--- src/sv/dmv_pkg.sv ---
// ----------------------------------------------------------------------------
// dmv_pkg
// Shared types and constants for the dense matrix-vector multiplier: request
// and response beats, the beat that travels down the cell chain, opcodes and
// register indexes.
// ----------------------------------------------------------------------------
`default_nettype none

package dmv_pkg;

   // Default matrix order supported by the storage and the cell chain.
   localparam int DMV_MAX_DIM = 16;

   // Field widths fixed by the interface.
   localparam int OpW       = 2;
   localparam int FlatIdxW  = 8;
   localparam int ElemW     = 16;
   localparam int ProdW     = 2 * ElemW;
   localparam int SumW      = 40;
   localparam int RowFieldW = 4;
   localparam int DimW      = 5;
   localparam int CsrIdxW   = 1;

   // Reset value of the dimension register.
   localparam logic [DimW-1:0] DIM_RESET = 5'd16;

   // Request opcodes.
   localparam logic [OpW-1:0] OP_WRITE_MATRIX = 2'd0;
   localparam logic [OpW-1:0] OP_WRITE_VECTOR = 2'd1;
   localparam logic [OpW-1:0] OP_START        = 2'd2;

   // Configuration register indexes.
   localparam logic [CsrIdxW-1:0] CSR_DIMENSION    = 1'b0;
   localparam logic [CsrIdxW-1:0] CSR_COLUMN_MAJOR = 1'b1;

   // One request beat.
   typedef struct packed {
      logic [OpW-1:0]             opcode;
      logic [FlatIdxW-1:0]        flat_index;
      logic signed [ElemW-1:0]    element_value;
   } dmv_req_type;

   // One response beat.
   typedef struct packed {
      logic [RowFieldW-1:0]       row_index;
      logic signed [SumW-1:0]     row_sum;
      logic                       last_row;
   } dmv_rsp_type;

   // A product travelling down the cell chain.
   typedef struct packed {
      logic                       valid;
      logic                       first;   // first column of its row
      logic                       tail;    // final product of the whole start
      logic signed [ProdW-1:0]    prod;
   } dmv_beat_type;

endpackage

`default_nettype wire

--- src/sv/dmv_cell.sv ---
// ----------------------------------------------------------------------------
// dmv_cell
// One cell of the accumulation chain. The cell owns the row sum of one matrix
// row. Every cycle it passes the incoming product on to its neighbor; a
// product of its own row restarts its sum on the first column, else adds to
// it. During unload the sums shift one cell toward the head of the chain.
// ----------------------------------------------------------------------------
`default_nettype none

module dmv_cell import dmv_pkg::*; #(
   parameter int MAX_DIM = DMV_MAX_DIM,
   parameter int CELL_ID = 0
) (
   input  wire logic                              clock,
   input  wire logic                              reset,
   input  wire dmv_beat_type                      beat_in,
   input  wire logic [$clog2(MAX_DIM)-1:0]        row_in,
   output      dmv_beat_type                      beat_out,
   output      logic [$clog2(MAX_DIM)-1:0]        row_out,
   input  wire logic                              shift,
   input  wire logic signed [SumW-1:0]            acc_in,
   output      logic signed [SumW-1:0]            acc_out
);

   localparam int IdxW = $clog2(MAX_DIM);
   localparam logic [IdxW-1:0] MyRow = IdxW'(CELL_ID);

   dmv_beat_type            beat_ff;
   logic [IdxW-1:0]         row_ff;
   logic signed [SumW-1:0]  acc_ff;
   logic signed [SumW-1:0]  acc_in_next;
   logic signed [SumW-1:0]  prod_ext;
   logic                    hit;

   // Sign-extend the product to the width of the sum.
   assign prod_ext = {{(SumW - ProdW){beat_in.prod[ProdW-1]}}, beat_in.prod};
   assign hit      = beat_in.valid && (row_in == MyRow);

   // Next value of the row sum: unload shift, restart on the first column,
   // or accumulate.
   always_comb begin
      acc_in_next = acc_ff;
      if (shift) begin
         acc_in_next = acc_in;
      end else if (hit) begin
         if (beat_in.first) begin
            acc_in_next = prod_ext;
         end else begin
            acc_in_next = acc_ff + prod_ext;
         end
      end
   end

   // Pass the beat on to the neighbor.
   always_ff @(posedge clock) begin
      if (reset) begin
         beat_ff.valid <= 1'b0;
      end else begin
         beat_ff.valid <= beat_in.valid;
      end
      beat_ff.first <= beat_in.first;
      beat_ff.tail  <= beat_in.tail;
      beat_ff.prod  <= beat_in.prod;
      row_ff        <= row_in;
      acc_ff        <= acc_in_next;
   end

   assign beat_out = beat_ff;
   assign row_out  = row_ff;
   assign acc_out  = acc_ff;

endmodule

`default_nettype wire

--- config.mk ---
export PLATFORM = sky130hd
export DESIGN_NAME = dmv_cell
export DESIGN_NICKNAME = d
export VERILOG_FILES = /design/src/sv/dmv_pkg.sv /design/src/sv/dmv_cell.sv
export SDC_FILE = /design/constraint.sdc
export NUM_CORES = 1
export LEC_CHECK = 0
export BUFFER_PORTS_ARGS = -buffer_cell sky130_fd_sc_hd__clkbuf_2
export CAP_MARGIN = 20
export CORE_MARGIN = 4
export CORE_UTILIZATION = 51
export CTS_BUF_LIST = sky130_fd_sc_hd__clkbuf_16
export DETAILED_ROUTE_END_ITERATION = 12
export GPL_TIMING_DRIVEN = 1
export PLACE_DENSITY = 0.8
export SETUP_SLACK_MARGIN = 0.15
export SLEW_MARGIN = 20
export SYNTH_ARGS = -nofsm -noshare
export SYNTH_HDL_FRONTEND = slang
export SYNTH_SLANG_ARGS = --single-unit
--- constraint.sdc ---
create_clock -name clock -period 3.87 [get_ports clock]
set_input_delay 0.387 -clock clock [delete_from_list [all_inputs] [get_ports clock]]
set_output_delay 0.387 -clock clock [all_outputs]
set_load 0.02 [all_outputs]
==> flow_summary.toml <==
[timing]
worstMarginPinSlew_ns = 0.808
rsz0062_at_grt = "false"
finalMaxSlewViolations = 0
fmax_mhz = 300
hold_viol = 0
period_needed_ns = 3.33
slew_headroom = 0.461
finalCritPeriodShare = 0.860
setup_tns_ns = 0
setup_viol = 0
hold_ws_ns = 0.150
finClkSkew_ns = 0.00749

[clock_tree]
postCtsSetupBuffers = 0
clk_pin_slew_ns = 0.06
clock_latency_ns = 0.34
htreeDepth = 3
postCtsHoldBufs = 0
cts_tree = "yes"
ctsLongestPathBuffers = 2
root_buffer = "clkbuf_16"
ctsResizeCount = 0
numCtsBuffers = 9
cts_num_sinks = 79

[yosys]
yosys_warnings = 0
synth-edff-count = 40
syn_nets = 629
syn_avg_cell_area_um2 = 9.64
ys_types = 56
ys.flop_type = "edfxtp_1"
netlist_area_um2 = 4890
synth_seq_cells = 79
syn_inst = 507
async_reset_ff_frac = 0
ys_seq_area_frac = 0.405

[critical_path]
end_kind = "flip-flop"
rrSetupSlack_ns = 0.54
crit_chain = "ha_1 > inv_1 > fa_1 > nor2b_1 > o211ai_1 > a31oi_1 > a31o_4 > a41o_4 > a31o_4 > a31oi_4 > and4b_1 > a2111o_1"
slowest_stage = "a31oi_1"
crit_type = "reg2reg"
crit_path_max_fanout = 4
max_stage_delay_ns = 0.41
path_common_cell = "a31o_4"
cp-start-kind = "flip-flop"
critPathArrivalTime_ns = 3.42
required_ns = 3.96
reg2reg_to = "acc_out[38]"
reg2regPathDepth = 12
r2r-start = "acc_out[0]"

[detailed_routing]
drc = 0
num_vias = 4593
wl_met3_um = 904
dr.max_layer_used = "met4"
vias_per_cell = 5.80
wl_met1_um = 6050
met2_length_um = 6490
drt_first_pass_iters = 5
wl_per_cell_um = 17.4
initialDrtViolationCount = 224
ant_nets = 0
drt-total-wl_um = 13800

[global_routing]
grt.overflow.total = 0
antenna_found_initial = 0
grt_max_degree = 39
grtUsageTotal = 0.248
grt_pass1_vias = 4551
grt_pass1_wl_um = 22500

[place]
hpwl_um = 10600
gp_congestion = 0.930
io_buffers = 160

[layout]
multiInputGateArea_um2 = 2770
layout.nets = 780
antenna_cells = 0
fillers = 849
drive_gt1_frac = 0.288
final_common_cell = "clkbuf_2"
syn2layout_area_growth_pct = 24.1
mostFrequentLayoutCells = "clkbuf_2 (160), nand2_1 (49), a21oi_1 (46), edfxtp_1 (40)"
final-seq-area_um2 = 1980

[flow_run]
max-cap-violations = 0

[floorplan]
num_rows = 35
die_area_um2 = 11200
die_h_um = 106
ios = 161
start_util = 0.527
die_w_um = 106
coreArea_um2 = 9280

[min_path]
hold_depth = 1
hold_end = "beat_out[32]"
hold_path_class = "in2reg"
min-delay-start = "beat_in[32]"

[pwr]
power.density_nw_per_um2 = 437
power.leakage_uw = 0.00275
peakVddDrop_uv = 234

[status]
status = "complete, no violations"
-- state kept, by name (all words and copies together), names as in the netlist --
signal	count
row_out	4
beat_out	35
acc_out	40
-- worst max-delay path: cells and delay by family, from the launching register on --
kind	cells	cell delay, ns
AO/OA/AOI/OAI	7	1.69
buffers and inverters	1	0.06
adder cells (fa/ha/maj)	2	0.56
flip-flops	1	0.35
AND/OR/NAND/NOR	2	0.42
-- layout make-up --
type	count	area share
Multi-Input combinational cell	392	0.457
Timing Repair Buffer	164	0.137
Sequential cell	79	0.327
Tap cell	129	0.0266
Clock inverter	7	0.00805
Inverter	12	0.00743
Clock buffer	9	0.0371
-- worst max-delay path by stage --
| stage | from | to | cells past startpoint |
|---|---|---|---|
| CTS | acc_out[0] | acc_out[38] | 12 |
| global route | acc_out[0] | acc_out[32] | 12 |
| detailed placement | beat_in[0] | acc_out[38] | 13 |
| global placement | beat_in[0] | acc_out[38] | 13 |
| floorplan | acc_out[0] | acc_out[38] | 12 |
| finish | acc_out[0] | acc_out[38] | 12 |
-- stage by stage --
step / area, um2 / worst slack (ns) / instances / utilization / total power, uW
floorplan: 4890 / 0.729 / 507 / - / 1600
global placement: 5790 / 0.519 / 776 / 0.624 / 1840
detailed placement: 5790 / 0.419 / 776 / 0.624 / 1850
CTS: 6060 / 0.576 / 792 / 0.653 / 2650
global route: 6060 / 0.325 / 792 / 0.653 / 2790
finish: 6060 / 0.540 / 792 / 0.653 / 2650
-- metal layers --
metal	track usage	vias up
li1	-	2236
met1	0.328	2154
met2	0.410	171
met3	0.0468	32
met4	0.0805	0
met5	0	-
-- cells in the mapped netlist, drive strengths merged, types with 2 or more instances --
| cell | number | share of area |
|---|---|---|
| and4b | 2 | 0.0041 |
| o211ai | 16 | 0.025 |
| mux2i | 2 | 0.0041 |
| nor4b | 2 | 0.0036 |
| inv | 12 | 0.0092 |
| nor3 | 3 | 0.0031 |
| a211o | 2 | 0.0036 |
| xnor2 | 14 | 0.025 |
| a21boi | 6 | 0.0092 |
| a222oi | 2 | 0.0041 |
| a31o | 2 | 0.0072 |
| a41oi | 2 | 0.0036 |
| a21o | 23 | 0.035 |
| and3 | 3 | 0.0038 |
| o311ai | 2 | 0.0036 |
| a31oi | 7 | 0.012 |
| xor2 | 17 | 0.030 |
| a221o | 6 | 0.012 |
| a211oi | 4 | 0.0061 |
| o21bai | 3 | 0.0046 |
| o21ai | 35 | 0.036 |
| nor2 | 17 | 0.013 |
| a21oi | 46 | 0.047 |
| nand4b | 2 | 0.0036 |
| dfxtp | 39 | 0.16 |
| clkbuf | 19 | 0.015 |
| o22ai | 6 | 0.0077 |
| mux2 | 5 | 0.012 |
| nor4 | 6 | 0.0077 |
| nand4 | 4 | 0.0051 |
| nand3 | 13 | 0.013 |
| a221oi | 3 | 0.0054 |
| buf | 5 | 0.0044 |
| nor2b | 4 | 0.0051 |
| o21a | 22 | 0.034 |
| o31ai | 2 | 0.0031 |
| edfxtp | 40 | 0.25 |
| and2 | 5 | 0.0064 |
| or3 | 2 | 0.0026 |
| ha | 39 | 0.10 |
| nand2b | 2 | 0.0026 |
| nand2 | 50 | 0.038 |
-- report_power, final --
part           switching (uW)  leakage (uW)  internal [uW]
combinational             510       0.00191            343
sequential               34.0      0.000721            959
clock                     367      0.000125            435
-- kinds of logic (layout without fill, tap and decap cells) --
group	count (synthesis)	count (layout)	synth area share
xor+xnor	31	31	0.0555
simple gates	118	118	0.117
mux	7	7	0.0156
buf+inv	36	192	0.0282
fa+ha+maj	40	40	0.104
flops	79	79	0.405
compound gates	196	196	0.275
Note: power is estimated with default switching activity, not from simulation.
